`src/hdl/u8ds_pkg.sv`:
```
// Shared types, constants and the second-byte table for the UTF-8 diacritic stripper.
package u8ds_pkg;

    localparam int unsigned BYTE_W = 8;
    localparam int unsigned CHAR_W = 7;
    localparam int unsigned SKIP_W = 2;

    localparam logic [CHAR_W-1:0] REPL_RESET = 7'h3F;  // '?'

    // Lead bytes that start a two-byte Slovak or Czech letter
    localparam logic [BYTE_W-1:0] LEAD_BYTE_C3 = 8'hC3;
    localparam logic [BYTE_W-1:0] LEAD_BYTE_C4 = 8'hC4;
    localparam logic [BYTE_W-1:0] LEAD_BYTE_C5 = 8'hC5;

    // Lead byte class masks
    localparam logic [BYTE_W-1:0] MASK_2BYTE = 8'hE0;
    localparam logic [BYTE_W-1:0] PAT_2BYTE  = 8'hC0;
    localparam logic [BYTE_W-1:0] MASK_3BYTE = 8'hF0;
    localparam logic [BYTE_W-1:0] PAT_3BYTE  = 8'hE0;
    localparam logic [BYTE_W-1:0] MASK_4BYTE = 8'hF8;
    localparam logic [BYTE_W-1:0] PAT_4BYTE  = 8'hF0;

    localparam logic [SKIP_W-1:0] SKIP_NONE  = 2'd0;
    localparam logic [SKIP_W-1:0] SKIP_ONE   = 2'd1;
    localparam logic [SKIP_W-1:0] SKIP_TWO   = 2'd2;
    localparam logic [SKIP_W-1:0] SKIP_THREE = 2'd3;

    typedef enum logic [1:0] {
        LEAD_NONE = 2'd0,
        LEAD_C3   = 2'd1,
        LEAD_C4   = 2'd2,
        LEAD_C5   = 2'd3
    } lead_t;

    // Parser state carried from one byte to the next
    typedef struct packed {
        lead_t             lead;
        logic [SKIP_W-1:0] skip;
    } parse_state_t;

    // Decoder verdict for one byte
    typedef struct packed {
        logic              emit;
        logic [CHAR_W-1:0] ch;
        parse_state_t      next;
    } decode_t;

    // Map the byte after a held lead to its base letter
    function automatic logic [CHAR_W-1:0] map_second(
        input lead_t             lead,
        input logic [BYTE_W-1:0] b,
        input logic [CHAR_W-1:0] repl
    );
        logic [CHAR_W-1:0] ch;
        ch = repl;
        case (lead)
            LEAD_C3:
            begin
                case (b)
                    8'hA1, 8'hA4: ch = 7'h61;  // a
                    8'h81, 8'h84: ch = 7'h41;  // A
                    8'hA9:        ch = 7'h65;  // e
                    8'h89:        ch = 7'h45;  // E
                    8'hAD:        ch = 7'h69;  // i
                    8'h8D:        ch = 7'h49;  // I
                    8'hB3, 8'hB4: ch = 7'h6F;  // o
                    8'h93, 8'h94: ch = 7'h4F;  // O
                    8'hBA:        ch = 7'h75;  // u
                    8'h9A:        ch = 7'h55;  // U
                    8'hBD:        ch = 7'h79;  // y
                    8'h9D:        ch = 7'h59;  // Y
                    default:      ch = repl;
                endcase
            end
            LEAD_C4:
            begin
                case (b)
                    8'h8D:        ch = 7'h63;  // c
                    8'h8C:        ch = 7'h43;  // C
                    8'h8F:        ch = 7'h64;  // d
                    8'h8E:        ch = 7'h44;  // D
                    8'hBE, 8'hBA: ch = 7'h6C;  // l
                    8'hBD, 8'hB9: ch = 7'h4C;  // L
                    default:      ch = repl;
                endcase
            end
            LEAD_C5:
            begin
                case (b)
                    8'h88:   ch = 7'h6E;  // n
                    8'h87:   ch = 7'h4E;  // N
                    8'h95:   ch = 7'h72;  // r
                    8'h94:   ch = 7'h52;  // R
                    8'hA1:   ch = 7'h73;  // s
                    8'hA0:   ch = 7'h53;  // S
                    8'hA5:   ch = 7'h74;  // t
                    8'hA4:   ch = 7'h54;  // T
                    8'hBE:   ch = 7'h7A;  // z
                    8'hBD:   ch = 7'h5A;  // Z
                    default: ch = repl;
                endcase
            end
            default: ch = repl;
        endcase
        return ch;
    endfunction

endpackage

```
`src/hdl/u8ds_decode.sv`:
```
// Per-byte decoder: next parser state and optional output character.
module u8ds_decode (
    input  logic [u8ds_pkg::BYTE_W-1:0] byte_in,
    input  u8ds_pkg::parse_state_t      state,
    input  logic [u8ds_pkg::CHAR_W-1:0] repl,
    output u8ds_pkg::decode_t           dec
);

    // Classify the byte against the held state
    always_comb
    begin
        dec.emit = 1'b0;
        dec.ch   = repl;
        dec.next = state;
        if (byte_in == '0)
        begin
            // terminator: emit zero and drop anything pending
            dec.emit      = 1'b1;
            dec.ch        = '0;
            dec.next.lead = u8ds_pkg::LEAD_NONE;
            dec.next.skip = u8ds_pkg::SKIP_NONE;
        end
        else if (state.skip != u8ds_pkg::SKIP_NONE)
        begin
            // swallow a continuation byte
            dec.next.skip = state.skip - u8ds_pkg::SKIP_ONE;
        end
        else if (state.lead != u8ds_pkg::LEAD_NONE)
        begin
            dec.emit      = 1'b1;
            dec.ch        = u8ds_pkg::map_second(state.lead, byte_in, repl);
            dec.next.lead = u8ds_pkg::LEAD_NONE;
        end
        else if (!byte_in[u8ds_pkg::BYTE_W-1])
        begin
            dec.emit = 1'b1;
            dec.ch   = byte_in[u8ds_pkg::CHAR_W-1:0];
        end
        else if (byte_in == u8ds_pkg::LEAD_BYTE_C3)
        begin
            dec.next.lead = u8ds_pkg::LEAD_C3;
        end
        else if (byte_in == u8ds_pkg::LEAD_BYTE_C4)
        begin
            dec.next.lead = u8ds_pkg::LEAD_C4;
        end
        else if (byte_in == u8ds_pkg::LEAD_BYTE_C5)
        begin
            dec.next.lead = u8ds_pkg::LEAD_C5;
        end
        else
        begin
            // unsupported lead or stray byte: replace and skip its tail
            dec.emit = 1'b1;
            dec.ch   = repl;
            if ((byte_in & u8ds_pkg::MASK_2BYTE) == u8ds_pkg::PAT_2BYTE)
                dec.next.skip = u8ds_pkg::SKIP_ONE;
            else if ((byte_in & u8ds_pkg::MASK_3BYTE) == u8ds_pkg::PAT_3BYTE)
                dec.next.skip = u8ds_pkg::SKIP_TWO;
            else if ((byte_in & u8ds_pkg::MASK_4BYTE) == u8ds_pkg::PAT_4BYTE)
                dec.next.skip = u8ds_pkg::SKIP_THREE;
            else
                dec.next.skip = u8ds_pkg::SKIP_NONE;
        end
    end

endmodule

```
`src/hdl/utf8_diacritic_stripper.sv`:
```
// Top level of the UTF-8 to ASCII diacritic stripper.
// Takes one UTF-8 byte per beat on in_byte and gives at most one ASCII
// character per beat on ascii_char. Slovak and Czech letters (lead byte C3,
// C4 or C5 plus one byte) become their base letter; anything else outside
// ASCII becomes the replacement character, written through cfg_wr_en and
// cfg_wr_data (reset '?'), and the tail bytes of such a sequence are dropped.
// A zero byte ends the string, gives 0 and clears any pending sequence. The
// block takes one byte per clock while the output is not stalled: a byte is
// registered on entry, decoded by a single level of table logic against the
// two-bit lead and skip state, and the character lands in an output register.
// Supported lead bytes (C3, C4, C5) and tail bytes produce no output beat.
module utf8_diacritic_stripper (
    input  logic                          clk,
    input  logic                          rst_n,
    input  logic                          cfg_wr_en,
    input  logic [u8ds_pkg::CHAR_W-1:0]   cfg_wr_data,
    input  logic                          in_valid,
    output logic                          in_ready,
    input  logic [u8ds_pkg::BYTE_W-1:0]   in_byte,
    output logic                          out_valid,
    input  logic                          out_ready,
    output logic [u8ds_pkg::CHAR_W-1:0]   ascii_char
);

    logic [u8ds_pkg::CHAR_W-1:0] repl_reg;
    logic                        byte_valid_reg;
    logic [u8ds_pkg::BYTE_W-1:0] byte_reg;
    u8ds_pkg::parse_state_t      state_reg;
    logic                        out_valid_reg;
    logic [u8ds_pkg::CHAR_W-1:0] char_reg;

    u8ds_pkg::decode_t dec;
    logic              out_free;
    logic              stage_fire;

    // Hold the replacement character
    always_ff @(posedge clk or negedge rst_n)
    begin
        if (!rst_n)
            repl_reg <= u8ds_pkg::REPL_RESET;
        else if (cfg_wr_en)
            repl_reg <= cfg_wr_data;
    end

    u8ds_decode u_decode (
        .byte_in (byte_reg),
        .state   (state_reg),
        .repl    (repl_reg),
        .dec     (dec)
    );

    // Advance the held byte when its result, if any, has a place to go
    assign out_free   = !out_valid_reg || out_ready;
    assign stage_fire = byte_valid_reg && (!dec.emit || out_free);
    assign in_ready   = !byte_valid_reg || stage_fire;

    // Input byte register
    always_ff @(posedge clk or negedge rst_n)
    begin
        if (!rst_n)
            byte_valid_reg <= 1'b0;
        else if (in_ready)
            byte_valid_reg <= in_valid;
    end

    always_ff @(posedge clk)
    begin
        if (in_valid && in_ready)
            byte_reg <= in_byte;
    end

    // Parser state
    always_ff @(posedge clk or negedge rst_n)
    begin
        if (!rst_n)
        begin
            state_reg.lead <= u8ds_pkg::LEAD_NONE;
            state_reg.skip <= u8ds_pkg::SKIP_NONE;
        end
        else if (stage_fire)
        begin
            state_reg <= dec.next;
        end
    end

    // Output register
    always_ff @(posedge clk or negedge rst_n)
    begin
        if (!rst_n)
            out_valid_reg <= 1'b0;
        else if (out_free)
            out_valid_reg <= stage_fire && dec.emit;
    end

    always_ff @(posedge clk)
    begin
        if (out_free && stage_fire && dec.emit)
            char_reg <= dec.ch;
    end

    assign out_valid  = out_valid_reg;
    assign ascii_char = char_reg;

`ifndef SYNTH
    // A held lead and a pending skip never coexist
    a_lead_skip_excl: assert property (@(posedge clk) disable iff (!rst_n)
        !((state_reg.lead != u8ds_pkg::LEAD_NONE) &&
          (state_reg.skip != u8ds_pkg::SKIP_NONE)))
        else $error("lead and skip pending together");

    // A terminator clears all parser state
    a_term_clears: assert property (@(posedge clk) disable iff (!rst_n)
        (stage_fire && (byte_reg == '0)) |=>
        (state_reg.lead == u8ds_pkg::LEAD_NONE) &&
        (state_reg.skip == u8ds_pkg::SKIP_NONE))
        else $error("terminator left state pending");

    // An emitting byte shows up at the output next cycle
    a_emit_lands: assert property (@(posedge clk) disable iff (!rst_n)
        (stage_fire && dec.emit) |=>
        (out_valid_reg && (char_reg == $past(dec.ch))))
        else $error("decoded character lost");

    // Swallowed bytes produce no output
    a_skip_silent: assert property (@(posedge clk) disable iff (!rst_n)
        (byte_valid_reg && (state_reg.skip != u8ds_pkg::SKIP_NONE) &&
         (byte_reg != '0)) |-> !dec.emit)
        else $error("skipped byte emitted");
`endif

endmodule

```
`config.mk`:
```
export PLATFORM = sky130hd
export DESIGN_NAME = utf8_diacritic_stripper
export DESIGN_NICKNAME = d
export VERILOG_FILES = /design/src/hdl/u8ds_pkg.sv /design/src/hdl/u8ds_decode.sv /design/src/hdl/utf8_diacritic_stripper.sv
export SDC_FILE = /design/constraint.sdc
export NUM_CORES = 1
export LEC_CHECK = 0
export ABC_CLOCK_PERIOD_IN_PS = 3600
export BUFFER_PORTS_ARGS = -buffer_cell sky130_fd_sc_hd__buf_2
export CAP_MARGIN = 20
export CORE_MARGIN = 2
export CORE_UTILIZATION = 50
export DETAILED_ROUTE_END_ITERATION = 10
export PLACE_DENSITY = 0.76
export RECOVER_POWER = 50
export SYNTH_ARGS = -nofsm -noshare
export SYNTH_HDL_FRONTEND = slang
export SYNTH_HIERARCHICAL = 1
export SYNTH_SLANG_ARGS = --single-unit
export TNS_END_PERCENT = 30
```
`constraint.sdc`:
```
create_clock -name clk -period 3.6 [get_ports clk]
set_input_delay 0.54 -clock clk [delete_from_list [all_inputs] [get_ports clk]]
set_output_delay 0.54 -clock clk [all_outputs]
set_load 0.01 [all_outputs]
```
==> flow_metrics.py, run 1 <==
metrics = {
    "finish": {
        "final_area_um2": 2420,
        "final_nets": 289,
        "final_common_cell": "buf_2",
        "nFillCells": 372,
        "drive_above_1_share": 0.198,
        "layout_common_cells": "buf_2 (22), nand2_1 (21), nor2_1 (20)",
        "diodes": 0,
        "regArea_um2": 783,
        "largest_register_ffs": 8,
        "multi_input_area_um2": 1340,
        "final_util": 0.556,
        "area_delta_synth_final_pct": 7.74,
    },
    "synthesis": {
        "synth_seq_cells": 28,
        "synthesis.nets": 274,
        "synth.distinct_cells": 63,
        "avgSynthCellArea_um2": 8.84,
        "synth_ff_type": "edfxtp_1",
        "synthArstFlopShare": 0.464,
        "yosys_warnings": 6,
        "syn_area_um2": 2250,
        "yosysSeqAreaShare": 0.349,
        "synth-edff-count": 15,
        "syn_inst": 254,
    },
    "sta": {
        "finalSetupTns_ns": 0,
        "finalCritPeriodShare": 0.841,
        "worst_pin_slew_ns": 0.785,
        "rsz0062_at_grt": "false",
        "finalCriticalPeriod_ns": 3.03,
        "fin_ws_ns": 0.573,
        "relSlewSlack": 0.476,
        "slew_violations": 0,
        "timing.fmax_ghz": 0.330,
        "setup_violations": 0,
        "final_hold_viol_count": 0,
        "fin_skew_ns": 0.00438,
    },
    "drt": {
        "antenna_left": 0,
        "viasPerCell": 6.89,
        "finalWirelength_mm": 5.84,
        "drt_iter0_drc": 355,
        "num_vias": 2205,
        "drcViolationCount": 0,
        "wl_per_cell_um": 18.3,
        "firstDrtPassIters": 7,
    },
    "worst_setup_path": {
        "reg2reg_to": "ascii_char[6]",
        "path_class": "flop to output pin",
        "crit_path_end_kind": "output pin",
        "rrSetupSlack_ns": 0.83,
        "r2r_cells": 7,
        "arrival_ns": 2.49,
        "r2r_start": "byte_reg[3]",
        "start_kind": "flop",
        "crit_fanout": 20,
        "required_ns": 3.06,
    },
    "clock_tree": {
        "postCtsSetupBuffers": 0,
        "clk_latency_ns": 0.28,
        "h-tree-depth": 1,
        "root_buffer": "clkbuf_8",
        "cts.path.max_buffers": 2,
        "clk_pin_slew_ns": 0.10,
        "cts_hold_repair.buffers": 0,
        "numCtsBuffers": 3,
        "post_cts_resized": 0,
        "cts_tree": "yes",
        "clock-sinks": 28,
    },
    "floorplanning": {
        "io_pins": 29,
        "die_area_um2": 5040,
        "die_w_um": 71.0,
        "initial_core_util": 0.516,
        "coreArea_um2": 4350,
        "num_rows": 24,
        "dieHeight_um": 71.0,
    },
    "placed_design": {
        "place_area_um2": 2370,
        "place_hpwl_mm": 4.26,
        "portBuffers": 28,
        "place.gp.congestion": 1.05,
        "dp_slack_ns": 0.891,
    },
    "global_routing": {
        "antenna_found_initial": 0,
        "grt_max_degree": 29,
        "grt_first_pass_wirelength_mm": 9.45,
        "gr-usage-all-layers": 0.235,
        "grt_remaining_overflow": 0,
        "grt_pass1_vias": 1927,
    },
    "pwr": {
        "p_per_area_nw_per_um2": 581,
        "leakagePower_nw": 0.888,
        "vdd_drop_max_v": 0.000264,
        "total_power_mw": 1.41,
    },
    "run": {
        "cap_violations": 0,
    },
    "min_path": {
        "min_path_type": "primary input to async pin",
    },
    "run_status": {
        "status": "completed",
    },
}
==> synthesized netlist by cell type (all sizes together), types with 2 or more instances <==
master	instances	share of area
edfxtp	15	0.20
nor2b	6	0.017
mux2i	3	0.013
nor4	8	0.025
a221oi	3	0.012
and3	2	0.0056
and3b	2	0.0084
a211oi	4	0.013
nor3	5	0.011
o21a	3	0.010
o31ai	3	0.010
nor4b	2	0.0078
nand3	6	0.013
nor2	20	0.033
mux2	8	0.040
nand3b	3	0.010
nand4b	5	0.019
inv	5	0.0084
o221ai	2	0.0078
a31oi	4	0.018
o211ai	9	0.030
buf	11	0.028
a21o	2	0.0067
o22ai	6	0.017
dfstp	6	0.070
a21oi	13	0.029
a2111oi	2	0.011
dfrtp	7	0.078
or4	3	0.012
nand4	5	0.014
clkbuf	10	0.017
a211o	2	0.0078
nand2	22	0.038
and4b	3	0.013
o41ai	2	0.011
o32ai	2	0.0078
nand2b	12	0.033
o21ai	10	0.022
and4	5	0.019
==> how the worst max path moves through the flow <==
stage          depth (start not counted)        start  slack (ns)            end
2_1_floorplan                          9  byte_reg[1]        1.23    byte_reg[0]
3_3_place_gp                           6  byte_reg[3]        0.95  ascii_char[0]
3_5_place_dp                           7  byte_reg[5]        0.89    byte_reg[5]
4_1_cts                                7  byte_reg[5]        0.62       in_ready
5_1_grt                                7  byte_reg[5]        0.26       in_ready
6_report                               7  byte_reg[5]        0.57       in_ready
==> report_power, final <==
| group | switching, mW | total [mW] | internal (mW) |
|---|---|---|---|
| clock network | 0.103 | 0.201 | 0.0982 |
| registers | 0.130 | 0.587 | 0.456 |
| logic | 0.371 | 0.619 | 0.248 |
| total | 0.604 | 1.41 | 0.802 |
==> through the flow <==
stage,instances,hold slack (ns)
detailed placement,316,0.441
floorplan,254,0.244
global placement,316,0.438
CTS,320,0.134
global route,320,0.328
finish,320,0.263
==> cell type report <==
cell class                      count  area share
Tap cell                           52      0.0269
Inverter                            5     0.00776
Timing Repair Buffer               31      0.0641
Clock buffer                        4      0.0228
Sequential cell                    28       0.324
Multi-Input combinational cell    200       0.555
==> metal layers <==
metal  track usage  share of wire  vias to the layer above  wire (µm)
li1              -              -                     1020          -
met1         0.338           0.43                      992       2480
met2         0.349           0.44                      160       2560
met3        0.0385          0.095                       33        555
met4         0.103          0.042                        0        248
met5             0              0                        -          0
==> cell families (layout without fill, tap and decap cells) <==
family                    after synthesis  in the layout  synth area share
AOI/OAI and AO/OA                      73             73             0.238
xor gates and xnor gates                2              2           0.00780
buffers and inverters                  26             40            0.0535
DFF                                    28             28             0.349
muxes                                  11             11            0.0535
and+or+nand+nor                       114            114             0.299
==> critical path, stage by stage (launching register included) <==
cell      delay (ns)
edfxtp_1        0.65
nor2_1          0.50
and4_1          0.28
nand2_1         0.08
o21ai_0         0.16
nand2_1         0.17
nand4b_1        0.20
buf_2           0.16
(Power assumes the default switching activity.)
==> inputs of run 2 (changes only) <==
--- a/config.mk
+++ b/config.mk
@@ -5,7 +5,7 @@
 export SDC_FILE = /design/constraint.sdc
 export NUM_CORES = 1
 export LEC_CHECK = 0
-export ABC_CLOCK_PERIOD_IN_PS = 3600
+export ABC_CLOCK_PERIOD_IN_PS = 2950
 export BUFFER_PORTS_ARGS = -buffer_cell sky130_fd_sc_hd__buf_2
 export CAP_MARGIN = 20
 export CORE_MARGIN = 2
==> constraint.sdc (replaced) <==
create_clock -name clk -period 2.95 [get_ports clk]
set_input_delay 0.4425 -clock clk [delete_from_list [all_inputs] [get_ports clk]]
set_output_delay 0.4425 -clock clk [all_outputs]
set_load 0.01 [all_outputs]
==> flow_metrics.py, run 2 (synthesis results as in run 1) <==
metrics = {
    "global_routing": {
        "gr-usage-all-layers": 0.244,
        "grt_max_degree": 23,
        "grt_pass1_vias": 2071,
        "grt_first_pass_wirelength_mm": 9.84,
        "grt_remaining_overflow": 0,
        "antenna_found_initial": 0,
    },
    "sta": {
        "finalCriticalPeriod_ns": 2.59,
        "slew_violations": 0,
        "worst_pin_slew_ns": 0.687,
        "fin_ws_ns": 0.363,
        "timing.fmax_ghz": 0.387,
        "final_hold_viol_count": 0,
        "setup_violations": 0,
        "finalSetupTns_ns": 0,
        "rsz0062_at_grt": "false",
        "fin_skew_ns": 0.00423,
        "finalCritPeriodShare": 0.877,
        "relSlewSlack": 0.542,
    },
    "clock_tree": {
        "cts.path.max_buffers": 2,
        "post_cts_resized": 0,
        "cts_tree": "yes",
        "h-tree-depth": 1,
        "numCtsBuffers": 3,
        "clk_latency_ns": 0.27,
        "root_buffer": "clkbuf_8",
        "clock-sinks": 28,
        "postCtsSetupBuffers": 0,
        "cts_hold_repair.buffers": 0,
        "clk_pin_slew_ns": 0.10,
    },
    "worst_setup_path": {
        "crit_path_top_delay_cell": "edfxtp_1",
        "start_kind": "flop",
        "path_class": "flop to output pin",
        "crit_path_end_kind": "output pin",
        "arrival_ns": 2.14,
        "required_ns": 2.51,
        "reg2reg_to": "ascii_char[0]",
        "rrSetupSlack_ns": 0.48,
        "crit_fanout": 17,
        "r2r_cells": 6,
        "max_stage_delay_ns": 0.72,
        "cp_cell_sequence": "nand2b_1, o21ai_0, nand2_1, o21ai_0, nand2_1, nand4b_1, buf_2",
        "r2r_start": "byte_reg[7]",
    },
    "min_path": {
        "min_path_type": "primary input to async pin",
    },
    "floorplanning": {
        "coreArea_um2": 4350,
        "num_rows": 24,
        "initial_core_util": 0.516,
        "dieHeight_um": 71.0,
        "die_w_um": 71.0,
        "die_area_um2": 5040,
        "io_pins": 29,
    },
    "finish": {
        "diodes": 0,
        "final_nets": 300,
        "layout_common_cells": "buf_2 (23), nand2_1 (21), nor2_1 (20)",
        "stdcell_count": 331,
        "area_delta_synth_final_pct": 11.5,
        "largest_register_ffs": 8,
        "final_common_cell": "buf_2",
        "drive_above_1_share": 0.211,
    },
    "drt": {
        "num_vias": 2204,
        "drt_iter0_drc": 255,
        "wl_per_cell_um": 17.8,
        "antenna_left": 0,
        "finalWirelength_mm": 5.89,
        "drcViolationCount": 0,
        "firstDrtPassIters": 5,
        "viasPerCell": 6.66,
    },
    "placed_design": {
        "place_hpwl_mm": 4.40,
        "place_inst": 327,
        "portBuffers": 28,
        "place.gp.congestion": 0.970,
        "dp_slack_ns": 0.525,
    },
    "pwr": {
        "vdd_drop_max_v": 0.000392,
        "leakagePower_nw": 0.941,
        "p_per_area_nw_per_um2": 700,
    },
    "run_status": {
        "status": "completed",
    },
    "run": {
        "cap_violations": 0,
    },
}
-- run 2: per-stage QoR --
stage | util | power, mW | area, µm² | hold WS (ns)
after floorplan | - | 1.25 | 2250 | 0.147
after global placement | 0.564 | 1.51 | 2450 | 0.338
after detailed placement | 0.564 | 1.51 | 2450 | 0.338
after CTS | 0.576 | 1.75 | 2510 | 0.0396
after global routing | 0.575 | 1.87 | 2500 | 0.237
final | 0.575 | 1.75 | 2500 | 0.171
-- run 2: layout make-up --
type / count / area, µm²
inverters: 5 / 18.8
flip-flops and latches: 28 / 783
fillers: 383 / 1850
multi-input cells: 200 / 1340
well taps: 52 / 65.1
clock buffers: 4 / 55.1
repair buffers: 42 / 239
-- run 2: critical path, delay by kind of cell (launching register included) --
family,cells,cell delay (ns)
AO/OA/AOI/OAI,2,0.20
buffers and inverters,1,0.19
flip-flops,1,0.72
AND/OR/NAND/NOR,4,0.76
-- run 2: metal layers --
| layer | GRT usage | wire (µm) | share of wire | vias up |
|---|---|---|---|---|
| met2 | 0.400 | 2750 | 0.47 | 110 |
| met5 | 0 | 0 | 0 | - |
| li1 | - | - | - | 1037 |
| met1 | 0.328 | 2500 | 0.43 | 1041 |
| met3 | 0.0356 | 475 | 0.081 | 16 |
| met4 | 0.0943 | 158 | 0.027 | 0 |
-- run 2: report_power, final --
part	switching (mW)	internal (mW)	total [mW]
Sequential	0.0881	0.553	0.642
Combinational	0.527	0.346	0.873
Clock	0.119	0.119	0.239
-- run 2: how the worst max path moves through the flow --
stage / cells past startpoint / slack (ns) / end / start
global route: 7 / 0.08 / in_ready / byte_reg[1]
CTS: 7 / 0.39 / in_ready / byte_reg[1]
global placement: 6 / 0.55 / ascii_char[1] / byte_reg[1]
finish: 7 / 0.36 / in_ready / byte_reg[1]
floorplan: 9 / 0.58 / byte_reg[0] / byte_reg[1]
detailed placement: 7 / 0.53 / ascii_char[0] / byte_reg[5]
